<file path="config.mk">
export PLATFORM = sky130hd
export DESIGN_NAME = psu_queue
export DESIGN_NICKNAME = d
export VERILOG_FILES = /design/src/hdl/psu_pkg.sv /design/src/hdl/psu_queue.sv
export SDC_FILE = /design/constraint.sdc
export NUM_CORES = 1
export LEC_CHECK = 0
export BUFFER_PORTS_ARGS = -buffer_cell sky130_fd_sc_hd__clkbuf_2
export CAP_MARGIN = 5
export CORE_MARGIN = 3
export CORE_UTILIZATION = 40
export CTS_CLUSTER_DIAMETER = 30
export DETAILED_ROUTE_END_ITERATION = 10
export PLACE_DENSITY_LB_ADDON = 0.3
export SYNTH_ARGS = -nofsm -noshare
export SYNTH_HDL_FRONTEND = slang
export SYNTH_SLANG_ARGS = --single-unit
</file>
<file path="constraint.sdc">
create_clock -name clk -period 1.8 [get_ports clk]
set_input_delay 0.09 -clock clk [delete_from_list [all_inputs] [get_ports clk]]
set_output_delay 0.09 -clock clk [all_outputs]
set_load 0.01 [all_outputs]
</file>
<file path="src/hdl/psu_pkg.sv">
// Shared types, constants and the Paeth predictor for the PNG scanline unfilter.
// No dependencies; every other file in hdl refers to this package by scoped name.
package psu_pkg;

  localparam int MAX_ROW_BYTES_DEF = 16384;
  localparam int MAX_ROWS_DEF      = 4096;
  localparam int QUEUE_DEPTH       = 4;

  localparam logic [1:0]  REG_BPP        = 2'd0;
  localparam logic [1:0]  REG_ROW_LENGTH = 2'd1;
  localparam logic [1:0]  REG_ROW_TOTAL  = 2'd2;

  localparam logic [2:0]  BPP_RESET        = 3'd4;
  localparam logic [14:0] ROW_LENGTH_RESET = 15'd4;
  localparam logic [12:0] ROW_TOTAL_RESET  = 13'd1;

  localparam logic [7:0]  FILTER_MAX = 8'd4;
  localparam int          RGB_BYTES  = 3;
  localparam int          RGBA_BYTES = 4;

  typedef enum logic [2:0] {
    FILT_NONE  = 3'd0,
    FILT_SUB   = 3'd1,
    FILT_UP    = 3'd2,
    FILT_AVG   = 3'd3,
    FILT_PAETH = 3'd4
  } filter_t;

  typedef struct packed {
    logic    bad;
    filter_t filter;
    logic    wide;
    logic    first_row;
    logic    row_end;
    logic    image_end;
  } item_flags_t;

  function automatic logic [7:0] paeth_pick(input logic [7:0] a, input logic [7:0] b,
                                            input logic [7:0] c);
    logic signed [9:0] sa;
    logic signed [9:0] sb;
    logic signed [9:0] sc;
    logic signed [9:0] p;
    logic signed [9:0] ea;
    logic signed [9:0] eb;
    logic signed [9:0] ec;
    logic [9:0] da;
    logic [9:0] db;
    logic [9:0] dc;
    sa = $signed({2'b00, a});
    sb = $signed({2'b00, b});
    sc = $signed({2'b00, c});
    p  = sa + sb - sc;
    ea = p - sa;
    eb = p - sb;
    ec = p - sc;
    da = (ea < 0) ? 10'(-ea) : 10'(ea);
    db = (eb < 0) ? 10'(-eb) : 10'(eb);
    dc = (ec < 0) ? 10'(-ec) : 10'(ec);
    if (da <= db && da <= dc) begin
      paeth_pick = a;
    end else if (db <= dc) begin
      paeth_pick = b;
    end else begin
      paeth_pick = c;
    end
  endfunction

endpackage

</file>
<file path="src/hdl/psu_queue.sv">
// Short queue between the front end and the reconstruction back end.
// Register array with head and tail pointers; depth from psu_pkg.
module psu_queue #(
  parameter int DATA_W = 8
) (
  input  logic              clk,
  input  logic              rst,
  input  logic              push,
  input  logic [DATA_W-1:0] push_data,
  output logic              full,
  input  logic              pop,
  output logic              nonempty,
  output logic [DATA_W-1:0] head_data
);

  localparam int PW = $clog2(psu_pkg::QUEUE_DEPTH);
  localparam int NW = $clog2(psu_pkg::QUEUE_DEPTH + 1);

  logic [DATA_W-1:0] slots [psu_pkg::QUEUE_DEPTH];
  logic [PW-1:0]     head;
  logic [PW-1:0]     tail;
  logic [NW-1:0]     count;

  assign full      = (count == NW'(psu_pkg::QUEUE_DEPTH));
  assign nonempty  = (count != '0);
  assign head_data = slots[head];

  always_ff @(posedge clk) begin
    if (rst) begin
      head  <= '0;
      tail  <= '0;
      count <= '0;
    end else begin
      if (push) begin
        tail <= tail + PW'(1);
      end
      if (pop) begin
        head <= head + PW'(1);
      end
      if (push && !pop) begin
        count <= count + NW'(1);
      end else if (pop && !push) begin
        count <= count - NW'(1);
      end
    end
  end

  always_ff @(posedge clk) begin
    if (push) begin
      slots[tail] <= push_data;
    end
  end

endmodule

</file>
==> results.toml <==
[timing]
clock-skew-final_ns = 0.007557
final-hold-violation-count = 0
max_clock_freq_mhz = 647.7
worst_pin_slew_ns = 0.4502
setup_violations = 0
timing.final.max_slew_violations = 0
fin_crit_ns = 1.544
fin_crit_sh = 0.8577
totalNegativeSetupSlack_ns = 0
max_slew_margin = 0.6999
grt_setup_unrepaired = "no"

[synth]
yosys.cell_count.top_type = "sky130_fd_sc_hd__edfxtp_1"
cell_count_after_synthesis = 86
synthTopCellsByCount = "sky130_fd_sc_hd__edfxtp_1 (32), sky130_fd_sc_hd__dfxtp_1 (9), sky130_fd_sc_hd__mux4_2 (8)"
synth.yosys.warnings = 0
yosysTopAreaCellShare = 0.6052
ys.flop_type = "sky130_fd_sc_hd__edfxtp_1"
synth_sequential_area_ratio = 0.7187
ys_ff_latch = 41
syn_nets = 104
netlist.top_cell.by_area = "sky130_fd_sc_hd__edfxtp_1"
mean_syn_cell_area_um2 = 18.46
post_synth_main_area_contributors = "sky130_fd_sc_hd__edfxtp_1 (61%), sky130_fd_sc_hd__dfxtp_1 (11%), sky130_fd_sc_hd__mux4_2 (11%)"
share_of_flip_flops_with_an_asynchronous_set_or_reset = 0
synth-edff-count = 32
synthesized_cell_area_mm2 = 0.001588
yosys.cell_types.count = 19

[final_layout]
antenna-diode-count = 0
post-route-cell-area_mm2 = 0.001848
post_layout_nonfiller_instances = 161
finish.net_count = 130
sequential_cell_area_mm2 = 0.001141
synthToLayoutAreaGrowth_pct = 16.39
multi_input_logic_area_um2 = 411.6
layout-drive-gt1-share = 0.3274
filler_cell_count = 346

[detailed_routing]
detail_route.drc_violations = 0
detailedRoute.firstPassIterationCount = 4
ant_nets = 0
wirelength_um = 2228
dr.first_iter.drc_count = 27
detailroute.via_count = 764
wire_per_inst_um = 13.84
vias_per_cell = 4.745

[clock_tree]
postCtsHoldBufs = 0
clk_transition_reported_paths_ns = 0.08
cts_resized = 0
insertion_delay_ns = 0.28
clock_tree.htree_level_count = 2
cts_root_buffer = "sky130_fd_sc_hd__clkbuf_8"
cts_buffer_depth = 2
clock_sinks = 41
tritoncts = "built"
numCtsBuffers = 5
postCtsSetupBuffers = 0

[grt]
grt-ovfl-total = 0
globalRouteTotalUtil = 0.1067
maximum_number_of_pins_on_one_net_before_global_route_repair = 14
antenna_violations_before_repair = 0
grt_pass1_wl_um = 3767
via_count_of_the_first_global_routing_pass = 802

[placement]
dp.cells = 153
placed_cell_areas_mm2 = 0.001740
place.port_buffers = 21
place_congestion = 0.6868
place.detailed.hpwl_um = 1566

[floorplanning]
die-width_um = 69.01
area_of_the_die_mm2 = 0.004762
std_cell_rows = 22
design.core.area_mm2 = 0.003744
chipHeight_um = 69.01
io-pin-count = 22
initial_utilization = 0.4241

[power_and_ir_drop]
largest_voltage_drop_on_the_vdd_net_mv = 0.4210
leakage_nw = 0.6849
pwr_density_cell_mw_per_mm2 = 1101

[status]
status = "complete, no violations"

[critical_path]
startpoint_type = "flip-flop"
critPathMaxFanout = 8
cp_data_required_time_ns = 1.71
cp_data_arrival_time_ns = 1.45
worst-setup-path-type = "flip-flop to primary output"
setup.worst_path.end_class = "primary output"

[worst_hold_path]
hold_path.class = "input pin to flip-flop"

[flow_run]
max_cap_viol_count = 0
[layout make-up]
type | instances | area share
sequential | 41 | 0.6175
tap | 48 | 0.03250
multi-input combinational | 38 | 0.2227
clock inverter | 2 | 0.01896
timing repair buffer | 22 | 0.06093
clock buffer | 6 | 0.03927
inverter | 4 | 0.008125
[flip-flops by register name (all words and copies together) (netlist names), named ones only]
register,flops
count,3
head,2
slots,32
tail,2
[kinds of logic (layout without fill, tap and decap cells)]
kind of cell	count (synthesis)	after routing	synth area share
AOI/OAI and AO/OA	2	2	0.006298
xor gates and xnor gates	5	5	0.02759
adders and majority gates	6	6	0.05201
buffers and inverters	7	34	0.02206
DFF	41	41	0.7187
muxes	10	10	0.1261
and+or+nand+nor	15	15	0.04728
[path summary, 6_finish.rpt]
kind | endpoint | cells past startpoint | slack, ns | start
max | head_data[2] | 3 | 0.26 | flip-flop
max reg2reg | count[2] | 4 | 0.33 | count[0]
min reg2reg | count[2] | 2 | 0.51 | count[2]
min | slots[1][5] | 1 | 0.02 | push_data[5]
[cells in the final DEF (no fill, tap or decap), types with 2 or more instances in the layout]
master,Yosys,final
sky130_fd_sc_hd__xor2_1,3,3
sky130_fd_sc_hd__and2_1,4,4
sky130_fd_sc_hd__or3_1,2,2
sky130_fd_sc_hd__clkbuf_2,1,21
sky130_fd_sc_hd__inv_1,4,4
sky130_fd_sc_hd__xnor2_1,2,2
sky130_fd_sc_hd__nor2_1,7,7
sky130_fd_sc_hd__edfxtp_1,32,32
sky130_fd_sc_hd__mux2i_1,2,2
sky130_fd_sc_hd__dfxtp_1,9,9
sky130_fd_sc_hd__clkbuf_8,0,5
sky130_fd_sc_hd__ha_1,5,5
sky130_fd_sc_hd__mux4_2,8,8
[layer usage]
| layer | vias up | share of wire | track usage |
|---|---|---|---|
| met1 | 373 | 0.41 | 0.1209 |
| met2 | 17 | 0.53 | 0.1758 |
| met5 | - | 0 | 0 |
| met3 | 5 | 0.038 | 0.03644 |
| met4 | 0 | 0.018 | 0.05857 |
| li1 | 369 | - | - |
[report_power, final]
group | internal [W] | switching, W
clock | 0.000411 | 0.000277
combinational | 0.000118 | 0.000117
sequential | 0.00108 | 0.0000322
total | 0.00161 | 0.000426
[worst max-delay path, cell delays in order, from the launching register on]
cell and delay, ns:
sky130_fd_sc_hd__dfxtp_1 0.31, sky130_fd_sc_hd__buf_4 0.20, sky130_fd_sc_hd__mux4_2 0.53, sky130_fd_sc_hd__clkbuf_2 0.14
[per-stage QoR]
stage / util / total power (W) / setup WS [ns] / hold slack [ns]
after global routing: 0.4937 / 0.002133 / 0.1717 / 0.01097
after detailed placement: 0.4649 / 0.001377 / 0.2371 / 0.3123
after global placement: 0.4649 / 0.001366 / 0.2846 / 0.3038
final: 0.4937 / 0.002036 / 0.2561 / 0.02268
after CTS: 0.4937 / 0.002065 / 0.2230 / 0.01308
after floorplan: - / 0.001290 / 0.3924 / 0.1889
No activity file was read; power rests on OpenSTA's default activity.
