<file path="src/hdl/psu_pkg.sv">
// Shared types, constants and the Paeth predictor for the PNG scanline unfilter.
// No dependencies; every other file in hdl refers to this package by scoped name.
package psu_pkg;

  localparam int MAX_ROW_BYTES_DEF = 16384;
  localparam int MAX_ROWS_DEF      = 4096;
  localparam int QUEUE_DEPTH       = 4;

  localparam logic [1:0]  REG_BPP        = 2'd0;
  localparam logic [1:0]  REG_ROW_LENGTH = 2'd1;
  localparam logic [1:0]  REG_ROW_TOTAL  = 2'd2;

  localparam logic [2:0]  BPP_RESET        = 3'd4;
  localparam logic [14:0] ROW_LENGTH_RESET = 15'd4;
  localparam logic [12:0] ROW_TOTAL_RESET  = 13'd1;

  localparam logic [7:0]  FILTER_MAX = 8'd4;
  localparam int          RGB_BYTES  = 3;
  localparam int          RGBA_BYTES = 4;

  typedef enum logic [2:0] {
    FILT_NONE  = 3'd0,
    FILT_SUB   = 3'd1,
    FILT_UP    = 3'd2,
    FILT_AVG   = 3'd3,
    FILT_PAETH = 3'd4
  } filter_t;

  typedef struct packed {
    logic    bad;
    filter_t filter;
    logic    wide;
    logic    first_row;
    logic    row_end;
    logic    image_end;
  } item_flags_t;

  function automatic logic [7:0] paeth_pick(input logic [7:0] a, input logic [7:0] b,
                                            input logic [7:0] c);
    logic signed [9:0] sa;
    logic signed [9:0] sb;
    logic signed [9:0] sc;
    logic signed [9:0] p;
    logic signed [9:0] ea;
    logic signed [9:0] eb;
    logic signed [9:0] ec;
    logic [9:0] da;
    logic [9:0] db;
    logic [9:0] dc;
    sa = $signed({2'b00, a});
    sb = $signed({2'b00, b});
    sc = $signed({2'b00, c});
    p  = sa + sb - sc;
    ea = p - sa;
    eb = p - sb;
    ec = p - sc;
    da = (ea < 0) ? 10'(-ea) : 10'(ea);
    db = (eb < 0) ? 10'(-eb) : 10'(eb);
    dc = (ec < 0) ? 10'(-ec) : 10'(ec);
    if (da <= db && da <= dc) begin
      paeth_pick = a;
    end else if (db <= dc) begin
      paeth_pick = b;
    end else begin
      paeth_pick = c;
    end
  endfunction

endpackage

</file>
<file path="src/hdl/psu_front.sv">
// Front end: accepts stream bytes, tracks filter type, column and row, and queues
// each data byte as a sample item and each bad filter byte as an error item. Depends on psu_pkg.
module psu_front #(
  parameter int MAX_ROW_BYTES = psu_pkg::MAX_ROW_BYTES_DEF,
  parameter int MAX_ROWS      = psu_pkg::MAX_ROWS_DEF,
  localparam int CW = $clog2(MAX_ROW_BYTES),
  localparam int RW = (MAX_ROWS > 1) ? $clog2(MAX_ROWS) : 1
) (
  input  logic                  clk,
  input  logic                  rst,
  input  logic                  raw_valid,
  output logic                  raw_stall,
  input  logic [7:0]            raw_byte,
  input  logic [2:0]            bytes_per_pixel,
  input  logic [14:0]           row_length,
  input  logic [12:0]           row_total,
  input  logic                  queue_full,
  output logic                  push,
  output psu_pkg::item_flags_t  push_flags,
  output logic [7:0]            push_raw,
  output logic [CW-1:0]         push_col
);

  localparam int LW = ($clog2(MAX_ROW_BYTES + 1) > 15) ? $clog2(MAX_ROW_BYTES + 1) : 15;
  localparam int TW = ($clog2(MAX_ROWS + 1) > 13) ? $clog2(MAX_ROWS + 1) : 13;

  logic             awaiting;
  logic             awaiting_next;
  psu_pkg::filter_t filter;
  psu_pkg::filter_t filter_next;
  logic [CW-1:0]    col;
  logic [CW-1:0]    col_next;
  logic [RW-1:0]    row;
  logic [RW-1:0]    row_next;

  logic          accept;
  logic [LW-1:0] len_eff;
  logic [TW-1:0] rows_eff;
  logic          last_col;
  logic          last_row;

  assign raw_stall = queue_full;
  assign accept    = raw_valid && !queue_full;

  always_comb begin
    if (row_length == 15'd0) begin
      len_eff = LW'(1);
    end else if (LW'(row_length) > LW'(MAX_ROW_BYTES)) begin
      len_eff = LW'(MAX_ROW_BYTES);
    end else begin
      len_eff = LW'(row_length);
    end
    if (row_total == 13'd0) begin
      rows_eff = TW'(1);
    end else if (TW'(row_total) > TW'(MAX_ROWS)) begin
      rows_eff = TW'(MAX_ROWS);
    end else begin
      rows_eff = TW'(row_total);
    end
  end

  assign last_col = (LW'(col) + LW'(1)) >= len_eff;
  assign last_row = (TW'(row) + TW'(1)) >= rows_eff;

  always_comb begin
    awaiting_next = awaiting;
    filter_next   = filter;
    col_next      = col;
    row_next      = row;
    push          = 1'b0;
    push_flags    = '0;
    push_raw      = raw_byte;
    push_col      = col;
    if (accept) begin
      if (awaiting) begin
        if (raw_byte > psu_pkg::FILTER_MAX) begin
          push                 = 1'b1;
          push_flags.bad       = 1'b1;
          push_flags.image_end = 1'b1;
          awaiting_next        = 1'b1;
          filter_next          = psu_pkg::FILT_NONE;
          col_next             = '0;
          row_next             = '0;
        end else begin
          filter_next   = psu_pkg::filter_t'(raw_byte[2:0]);
          awaiting_next = 1'b0;
          col_next      = '0;
        end
      end else begin
        push                 = 1'b1;
        push_flags.filter    = filter;
        push_flags.wide      = (bytes_per_pixel >= 3'(psu_pkg::RGBA_BYTES));
        push_flags.first_row = (row == '0);
        push_flags.row_end   = last_col;
        push_flags.image_end = last_col && last_row;
        if (last_col) begin
          col_next      = '0;
          awaiting_next = 1'b1;
          if (last_row) begin
            row_next    = '0;
            filter_next = psu_pkg::FILT_NONE;
          end else begin
            row_next = row + RW'(1);
          end
        end else begin
          col_next = col + CW'(1);
        end
      end
    end
  end

  always_ff @(posedge clk) begin
    if (rst) begin
      awaiting <= 1'b1;
      filter   <= psu_pkg::FILT_NONE;
      col      <= '0;
      row      <= '0;
    end else begin
      awaiting <= awaiting_next;
      filter   <= filter_next;
      col      <= col_next;
      row      <= row_next;
    end
  end

endmodule

</file>
<file path="config.mk">
export PLATFORM = sky130hd
export DESIGN_NAME = psu_front
export DESIGN_NICKNAME = d
export VERILOG_FILES = /design/src/hdl/psu_pkg.sv /design/src/hdl/psu_front.sv
export SDC_FILE = /design/constraint.sdc
export NUM_CORES = 1
export LEC_CHECK = 0
export ABC_AREA = 1
export BUFFER_PORTS_ARGS = -buffer_cell sky130_fd_sc_hd__buf_4
export CAP_MARGIN = 0
export CORE_ASPECT_RATIO = 0.75
export CORE_MARGIN = 10
export CORE_UTILIZATION = 49
export CTS_CLUSTER_DIAMETER = 120
export DETAILED_ROUTE_END_ITERATION = 16
export GPL_ROUTABILITY_DRIVEN = 0
export PLACE_DENSITY = 0.85
export SLEW_MARGIN = 20
export SYNTH_ARGS = -nofsm -noshare
export SYNTH_HDL_FRONTEND = slang
export SYNTH_SLANG_ARGS = --single-unit
</file>
<file path="constraint.sdc">
create_clock -name clk -period 2.5 [get_ports clk]
set_clock_uncertainty 0.1 [all_clocks]
set_input_delay 0.375 -clock clk [delete_from_list [all_inputs] [get_ports clk]]
set_output_delay 0.375 -clock clk [all_outputs]
set_load 0.005 [all_outputs]
</file>
==> flow_metrics.py, run 1 <==
metrics = {
    "run_status": {
        "status": "finished with violations",
        "violations": "negative setup slack",
    },
    "grt": {
        "grt_pass1_wl_um": 17200,
        "antenna_found_initial": 0,
        "grt_usage_pct": 20.6,
        "grt_pass1_vias": 3785,
        "grt-ovfl-total": 0,
        "grt_max_degree": 18,
    },
    "logic_synthesis": {
        "yosysWarningCount": 0,
        "netlist_area_mm2": 0.00302,
        "synthArstFlopShare_pct": 0,
        "synth_edf_count": 0,
        "syn_inst": 457,
        "ys_seq_area_share_pct": 19.9,
        "synth_seq_cells": 30,
        "synth.distinct_cells": 39,
        "synth_ff_type": "dfxtp_1",
        "syn_nets": 531,
        "synth_area_per_cell_um2": 6.61,
    },
    "cts": {
        "cts_hold_buf": 0,
        "root_buffer": "clkbuf_8",
        "path_clk_slew_ns": 0.08,
        "tritoncts_num_sinks": 30,
        "clockBufferDepth": 2,
        "cts_buffers": 5,
        "cts_tree": "built",
        "htreeDepth": 2,
        "clock_latency_ns": 0.30,
    },
    "sta": {
        "hold_viol_final": 0,
        "setup_ws_ns": -0.758,
        "finalSetupTns_ns": -17.60,
        "tightestPinTransition_ns": 0.453,
        "fin_crit_sh_pct": 130,
        "drv_slew": 0,
        "min_period_ns": 3.26,
        "max_freq_ghz": 0.307,
        "slew_headroom_pct": 69.5,
        "whs_ns": 0.311,
        "finalSetupViolCount": 32,
        "rsz0062_at_grt": "true",
    },
    "detailed_routing": {
        "ant_nets": 0,
        "drtIter0Drc": 607,
        "drc_errors": 0,
        "drt_first_pass_iters": 6,
        "via_count": 4255,
        "wirelength_um": 14400,
        "wl_per_cell_um": 20.5,
        "vias_per_cell": 6.07,
    },
    "placed_design": {
        "place_inst": 654,
        "placed_cell_area_mm2": 0.00407,
        "io_buffers": 72,
        "hpwlAfterDp_um": 7380,
        "pre_cts_ws_ns": -0.557,
    },
    "final_layout": {
        "n_antenna_cell": 0,
        "fill_cells": 310,
        "area_delta_synth_final_pct": 60.3,
        "final_nets": 696,
        "final_cell_count_no_fill": 701,
        "utilization_pct": 82.2,
        "final_common_cell": "buf_4",
        "layout_common_cells": "buf_4 (160), nand2_1 (126), inv_1 (54)",
        "final_area_mm2": 0.00484,
        "layout-drive-gt1-share_pct": 47.4,
    },
    "setup_path": {
        "critPathSlowestCell": "dfxtp_4",
        "worst-path-buf-inv": 3,
        "cp_common_cell": "nor2_4",
        "reg2reg_slack_ns": -0.76,
        "crit_chain": "buf_4 > nand2_2 > nor2_4 > nand3b_4 > nor2_4 > xor2_4 > ha_4 > nand2_1 > nand2_1 > a21oi_2 > o21ai_2 > nor2_4 > buf_4 > buf_4 > nand3_4 > nor2_4 > nand2_2 > a21oi_2",
        "start_kind": "register",
        "path_max_fanout": 8,
        "max_stage_delay_ns": 0.37,
        "worstPathArrival_ns": 3.35,
        "crit_family": "simple AND/OR/NAND/NOR gates",
        "endpoint_kind": "register",
        "worstPathRequired_ns": 2.60,
        "path_class": "reg -> reg",
    },
    "power": {
        "power_mw": 1.37,
        "p_per_area_mw_per_mm2": 282,
        "cellLeakagePower_nw": 2.55,
        "vdd_drop_max_mv": 0.291,
    },
    "floorplan": {
        "die_w_um": 111,
        "dieArea_mm2": 0.00973,
        "io_pins": 75,
        "floorplan.rows": 24,
        "dieHeight_um": 88.0,
        "start_util_pct": 51.3,
        "core_area_mm2": 0.00589,
    },
    "run": {
        "drv_cap": 0,
    },
    "worst_hold_path": {
        "hold_class": "in -> reg",
    },
}
==> layout make-up <==
type,count,area [um2],share of cell area (%)
Tap cell,78,97.6,2.02
Inverter,65,251,5.20
Clock buffer,8,80.1,1.65
Timing Repair Buffer,172,1350,27.8
Multi-Input combinational cell,348,2430,50.3
Sequential cell,30,629,13.0
==> synth_stat cells (2+ instances only) <==
master / number / area share, %
nor4_1: 7 / 1.5
ha_1: 31 / 13
buf_4: 9 / 2.2
nand4_1: 8 / 1.7
nor3_2: 3 / 0.99
a21oi_2: 2 / 0.58
dfxtp_1: 30 / 20
o21ai_2: 2 / 0.58
xor2_2: 3 / 1.6
inv_1: 60 / 7.5
nor3_1: 5 / 0.83
buf_2: 3 / 0.50
clkbuf_1: 3 / 0.37
nand2_1: 147 / 18
nor2_1: 44 / 5.5
nor2_2: 5 / 1.0
nand2_4: 4 / 1.5
a21oi_1: 18 / 3.0
inv_2: 4 / 0.50
nor2_4: 7 / 2.6
o21ai_0: 2 / 0.33
nor3_4: 2 / 1.1
xor2_1: 14 / 4.1
nand3_1: 24 / 4.0
xnor2_1: 4 / 1.2
nand2_2: 3 / 0.62
==> registers in the layout, indices dropped and copies added (netlist names) <==
register and flops:
push_col 14, awaiting 1, filter 3, row 12
==> final timing paths <==
path                                  from                  endpoint  cells past startpoint
setup / recovery  push_col[6]$_SDFFE_PP0P_  push_col[7]$_SDFFE_PP0P_                     18
hold / removal                         rst  push_col[5]$_SDFFE_PP0P_                      2
hold reg to reg        row[9]$_SDFFE_PP0P_       row[9]$_SDFFE_PP0P_                      2
setup reg to reg  push_col[6]$_SDFFE_PP0P_  push_col[7]$_SDFFE_PP0P_                     18
==> power breakdown <==
group,total (mW),internal (mW),switching [mW]
clock,0.407,0.198,0.208
combinational,0.463,0.208,0.255
sequential,0.498,0.486,0.0126
==> kinds of logic after synthesis <==
family | Yosys count | synth area share, %
AOI/OAI and AO/OA | 28 | 5.51
DFF | 30 | 19.9
xor gates and xnor gates | 21 | 6.84
adders and majority gates | 31 | 12.8
and+or+nand+nor | 266 | 43.2
buffers and inverters | 81 | 11.7
==> layer usage <==
layer	GRT usage (%)	routed length (um)	up-vias	part of all wire, %
met2	38.8	6640	410	46
li1	-	-	1759	-
met3	4.99	1670	134	12
met4	6.13	965	0	6.7
met1	22.7	5100	1952	35
met5	0	0	-	0
==> what timing repair did <==
item                       4_1_cts  5_1_grt
hold endpoints to repair         0        0
pin swaps                       32       37
cloned                           1        1
buffers inserted                30       11
setup endpoints to repair       32       32
resized for setup               38       51
No activity file was read; power rests on OpenSTA's default activity.
==> run 2: changes to the inputs <==
--- a/config.mk
+++ b/config.mk
@@ -8,7 +8,7 @@
 export ABC_AREA = 1
 export BUFFER_PORTS_ARGS = -buffer_cell sky130_fd_sc_hd__buf_4
 export CAP_MARGIN = 0
-export CORE_ASPECT_RATIO = 0.75
+export CORE_ASPECT_RATIO = 0.6
 export CORE_MARGIN = 10
 export CORE_UTILIZATION = 49
 export CTS_CLUSTER_DIAMETER = 120
==> run 2 against run 1 <==
Against the previous run:
- the run still ends with negative setup slack left
- via count fell by 7.5%
- largest power group unchanged
- non-clock buffer count down 16
- critical endpoint is now push_flags[0]
- clock power rose by 17%
- count of clock-buffer cells in the layout unchanged
- sequential power decreased by 0.8%
- highest routed layer unchanged
- cell area is 4.2% lower
- critical path type is now in -> out
- hold slack better by 0.012 ns
- die area rose by 0.72%
- cell count down 1.4%
==> flow_metrics.py, run 2 (synthesis results as in run 1) <==
metrics = {
    "setup_path": {
        "crit_chain": "buf_4 > nor4_2 > nand4_1 > nand2_2 > nand2_1 > ha_1 > a21oi_1 > nand2_1 > nand2_1 > nand2_1 > nand2_2 > nand2_4 > nand2_4 > inv_2 > nand2_1 > nand2_1 > buf_6",
        "max_stage_delay_ns": 0.35,
        "worstPathRequired_ns": 2.03,
        "path_class": "in -> out",
        "critPathSlowestCell": "nor4_2",
        "worstPathArrival_ns": 2.78,
        "endpoint_kind": "output pin",
        "cp_common_cell": "nand2_1",
        "path_max_fanout": 6,
        "start_kind": "input port",
    },
    "final_layout": {
        "n_antenna_cell": 0,
        "layout_common_cells": "buf_4 (149), nand2_1 (133), inv_1 (54)",
        "layout-drive-gt1-share_pct": 43.0,
        "fill_cells": 357,
        "final_common_cell": "buf_4",
        "area_delta_synth_final_pct": 53.5,
        "final_area_mm2": 0.00464,
        "largest_reg_flops": 14,
        "final_cell_count_no_fill": 691,
        "final_nets": 680,
        "utilization_pct": 76.5,
    },
    "run_status": {
        "violations": "negative setup slack",
        "status": "finished with violations",
    },
    "detailed_routing": {
        "wl_per_cell_um": 17.8,
        "drtIter0Drc": 379,
        "via_count": 3936,
        "drt_first_pass_iters": 5,
        "ant_nets": 0,
        "wirelength_um": 12300,
        "drc_errors": 0,
        "vias_per_cell": 5.70,
    },
    "cts": {
        "tritoncts_num_sinks": 30,
        "root_buffer": "clkbuf_8",
        "cts_buffers": 5,
        "clockBufferDepth": 2,
        "cts_hold_buf": 0,
        "clock_latency_ns": 0.28,
        "cts_tree": "built",
        "path_clk_slew_ns": 0.06,
        "htreeDepth": 2,
    },
    "floorplan": {
        "dieHeight_um": 80.8,
        "start_util_pct": 49.9,
        "die_w_um": 121,
        "core_area_mm2": 0.00606,
        "io_pins": 75,
        "dieArea_mm2": 0.00980,
        "floorplan.rows": 22,
    },
    "grt": {
        "grt_max_degree": 18,
        "grt_pass1_wl_um": 17100,
        "met2_usage_pct": 35.2,
        "top_usage_layer": "met2",
        "antenna_found_initial": 0,
        "grt-ovfl-total": 0,
        "use_met3_pct": 5.19,
        "met1_usage_pct": 25.5,
        "grt_usage_pct": 21.1,
        "grt_pass1_vias": 3670,
    },
    "run": {
        "drv_cap": 0,
    },
    "placed_design": {
        "place_inst": 662,
        "pre_cts_ws_ns": -0.518,
        "io_buffers": 72,
        "placed_cell_area_mm2": 0.00409,
        "hpwlAfterDp_um": 7600,
    },
    "sta": {
        "setup_ws_ns": -0.760,
        "fin_crit_sh_pct": 130,
        "hold_viol_final": 0,
        "whs_ns": 0.323,
        "min_period_ns": 3.26,
        "slew_headroom_pct": 70.6,
        "tightestPinTransition_ns": 0.437,
        "drv_slew": 0,
        "finalSetupViolCount": 32,
        "rsz0062_at_grt": "true",
        "max_freq_ghz": 0.307,
    },
    "power": {
        "cellLeakagePower_nw": 2.45,
        "p_sw_share_pct": 32.0,
        "share_comb_of_total_power_pct": 31.1,
        "internal_power_mw": 0.956,
        "pwr-share-seq_pct": 35.1,
        "clockPowerShare_pct": 33.8,
        "vdd_drop_max_mv": 0.298,
        "switching_power_mw": 0.451,
        "p_per_area_mw_per_mm2": 304,
    },
    "worst_hold_path": {
        "hold_class": "in -> reg",
    },
}
[run 2: per-layer routing]
layer / wire length (um) / up-vias
met3: 1460 / 106
met4: 754 / 0
met1: 4630 / 1767
met2: 5480 / 328
met5: 0 / -
li1: - / 1735
[run 2: stage by stage]
stage               setup TNS, ns  power [mW]
global route               -22.74        1.46
floorplan                 -0.0562       0.703
detailed placement         -12.83       0.861
global placement            -9.21       0.842
finish                     -18.33        1.41
CTS                         -9.98        1.34
[run 2: final cells by class]
class                   instances  area, um2  share of cell area [%]
inverters                      65        246                    5.32
clock buffers                   8        110                    2.38
flip-flops and latches         30        629                    13.6
multi-input cells             348       2350                    50.6
well taps                      84        105                    2.27
repair buffers                156       1200                    25.8
[run 2: worst max-delay path: cells and delay by family]
family	cells	cell delay, ns
simple gates	12	1.59
fa+ha+maj	1	0.32
buf+inv	3	0.27
compound gates	1	0.22
[run 2: path summary, 6_finish.rpt]
path                            startpoint                       end  slack, ns  cells past startpoint
hold reg to reg        row[9]$_SDFFE_PP0P_       row[9]$_SDFFE_PP0P_       0.39                      2
hold / removal                         rst  push_col[5]$_SDFFE_PP0P_       0.32                      2
setup / recovery            row_length[10]             push_flags[0]      -0.76                     17
setup reg to reg  push_col[1]$_SDFFE_PP0P_    filter[2]$_SDFFE_PP0P_      -0.56                     21
[run 2: what timing repair did]
| action | in CTS | in global routing |
|---|---|---|
| setup endpoints to repair | 32 | 32 |
| gates resized for setup | 27 | 38 |
| pin swaps | 25 | 25 |
| setup buffers | 14 | 7 |
| gates cloned | 1 | 1 |
[run 2: power groups by stage]
stage	clock [mW]	combinational, mW	sequential [mW]
2_1_floorplan	0	0.193	0.511
3_3_place_gp	0	0.334	0.508
3_5_place_dp	0	0.352	0.509
4_1_cts	0.471	0.374	0.493
5_1_grt	0.496	0.469	0.495
6_report	0.475	0.438	0.494
==> run 3: changes to the inputs <==
--- a/config.mk
+++ b/config.mk
@@ -10,11 +10,11 @@
 export CAP_MARGIN = 0
 export CORE_ASPECT_RATIO = 0.6
 export CORE_MARGIN = 10
-export CORE_UTILIZATION = 49
+export CORE_UTILIZATION = 45
 export CTS_CLUSTER_DIAMETER = 120
 export DETAILED_ROUTE_END_ITERATION = 16
 export GPL_ROUTABILITY_DRIVEN = 0
-export PLACE_DENSITY = 0.85
+export PLACE_DENSITY = 0.8
 export SLEW_MARGIN = 20
 export SYNTH_ARGS = -nofsm -noshare
 export SYNTH_HDL_FRONTEND = slang
==> run 3 against run 2 <==
Against the previous run:
- critical endpoint unchanged
- sequential share of layout area decreased by 0.34 points
- clock power about the same
- sequential cell count unchanged
- the flow still finishes with violations (negative setup slack)
- cell area increased by 3.6%
- first-iteration DRC count decreased by 50%
- wire length decreased by 8.5%
==> flow_metrics.py, run 3 (synthesis results as in run 1) <==
metrics = {
    "sta": {
        "setup_ws_ns": -0.602,
        "slew_headroom_pct": 78.3,
        "finalSetupTns_ns": -10.17,
        "fin_crit_sh_pct": 124,
        "min_period_ns": 3.10,
        "drv_slew": 0,
        "tightestPinTransition_ns": 0.324,
        "rsz0062_at_grt": "true",
        "hold_viol_final": 0,
        "max_freq_ghz": 0.322,
        "finalSetupViolCount": 32,
    },
    "cts": {
        "tritoncts_num_sinks": 30,
        "cts_buffers": 5,
        "path_clk_slew_ns": 0.07,
        "root_buffer": "clkbuf_8",
        "clockBufferDepth": 2,
        "cts_tree": "built",
        "cts_hold_buf": 0,
        "htreeDepth": 2,
        "clock_latency_ns": 0.28,
    },
    "detailed_routing": {
        "drt_first_pass_iters": 6,
        "vias_per_cell": 5.26,
        "drtIter0Drc": 191,
        "ant_nets": 0,
        "via_count": 3700,
        "wl_per_cell_um": 16.0,
        "drc_errors": 0,
        "wirelength_um": 11300,
    },
    "placed_design": {
        "hpwlAfterDp_um": 7630,
        "place_inst": 674,
        "pre_cts_ws_ns": -0.530,
        "io_buffers": 72,
    },
    "floorplan": {
        "core_area_mm2": 0.00659,
        "die_w_um": 126,
        "io_pins": 75,
        "dieArea_mm2": 0.0105,
        "floorplan.rows": 23,
        "dieHeight_um": 83.4,
        "start_util_pct": 45.8,
    },
    "power": {
        "p_per_area_mw_per_mm2": 291,
        "cellLeakagePower_nw": 2.54,
        "power_mw": 1.39,
        "vdd_drop_max_mv": 0.237,
    },
    "final_layout": {
        "largest_reg_flops": 14,
        "fill_cells": 421,
        "final_nets": 689,
        "n_antenna_cell": 0,
        "final_common_cell": "buf_4",
        "layout_common_cells": "buf_4 (154), nand2_1 (124), inv_1 (53)",
        "final_cell_count_no_fill": 703,
        "layout-drive-gt1-share_pct": 46.4,
        "area_delta_synth_final_pct": 59.0,
    },
    "grt": {
        "grt_pass1_vias": 3673,
        "grt_usage_pct": 18.6,
        "grt_pass1_wl_um": 16800,
        "grt-ovfl-total": 0,
        "antenna_found_initial": 0,
        "grt_max_degree": 18,
    },
    "setup_path": {
        "path_max_fanout": 3,
        "cp_common_cell": "nand2_1",
        "worstPathArrival_ns": 2.63,
        "start_kind": "register",
        "critPathSlowestCell": "dfxtp_4",
        "path_class": "reg -> out",
        "worstPathRequired_ns": 2.03,
        "endpoint_kind": "output pin",
        "crit_chain": "ha_4 > nand3_4 > inv_4 > nand3b_4 > nor2_4 > xor2_2 > ha_1 > nand2_1 > nand2_1 > a21oi_2 > o21ai_2 > nor2_4 > nand2_4 > nand2_4 > inv_4 > nand2_1 > nand2_1 > buf_4",
        "max_stage_delay_ns": 0.38,
    },
    "run_status": {
        "violations": "negative setup slack",
        "status": "finished with violations",
    },
    "run": {
        "drv_cap": 0,
    },
    "worst_hold_path": {
        "hold_class": "in -> reg",
    },
}
run 3: cell types whose count changed in the layout (fill, tap and decap cells not counted), moves of 3 or more:
cell	change
nand2_1	-9
buf_4	+5
dfxtp_1	-3
ha_1	+3
ha_4	-3
nand2_2	+10
nor3_4	+3
run 3: worst max-delay path: cells and delay by family, from the launching register on:
family | cells | cell delay, ns
compound gates | 2 | 0.25
xor+xnor | 1 | 0.17
fa+ha+maj | 2 | 0.42
buf+inv | 3 | 0.26
flops | 1 | 0.38
simple gates | 10 | 0.87
run 3: cell type report:
| class | instances | area (um2) | area share, % |
|---|---|---|---|
| Clock buffer | 8 | 110 | 2.29 |
| Tap cell | 87 | 109 | 2.27 |
| Timing Repair Buffer | 163 | 1250 | 26.1 |
| Inverter | 65 | 251 | 5.24 |
| Multi-Input combinational cell | 350 | 2440 | 50.8 |
| Sequential cell | 30 | 636 | 13.2 |
run 3: worst paths after layout:
check                                 from                       end  slack [ns]  cells past startpoint
setup / recovery  push_col[0]$_SDFFE_PP0P_             push_flags[0]       -0.60                     18
setup reg to reg  push_col[0]$_SDFFE_PP0P_       row[6]$_SDFFE_PP0P_       -0.40                     20
hold / removal                         rst  push_col[4]$_SDFFE_PP0P_        0.31                      2
hold reg to reg        row[9]$_SDFFE_PP0P_       row[9]$_SDFFE_PP0P_        0.38                      2
run 3: what timing repair did:
item                                    4_1_cts  5_1_grt
buffers inserted                             10        8
pin swaps                                    34       43
cloned                                        2        3
endpoints found under the setup margin       32       32
gates resized for setup                      43       49
run 3: metal layers:
metal / vias to the layer above / track usage, % / wire length, um
met5: - / 0 / 0
met4: 0 / 5.46 / 194
met3: 21 / 6.41 / 1070
met2: 175 / 31.2 / 5280
met1: 1760 / 21.8 / 4740
li1: 1744 / - / -
run 3: report_power, final:
| group | total (mW) | switching (mW) | internal [mW] | leakage, nW |
|---|---|---|---|---|
| clock network | 0.474 | 0.195 | 0.278 | 0.0575 |
| logic | 0.424 | 0.231 | 0.193 | 2.23 |
| registers | 0.497 | 0.0131 | 0.484 | 0.251 |
| total | 1.39 | 0.440 | 0.955 | 2.54 |
run 3: stage by stage:
step	util (%)	area, um2	hold WS (ns)
floorplan	-	3070	0.338
global placement	63.2	4160	0.359
detailed placement	63.2	4160	0.372
CTS	68.9	4540	0.308
global route	72.8	4800	0.310
finish	72.8	4800	0.308
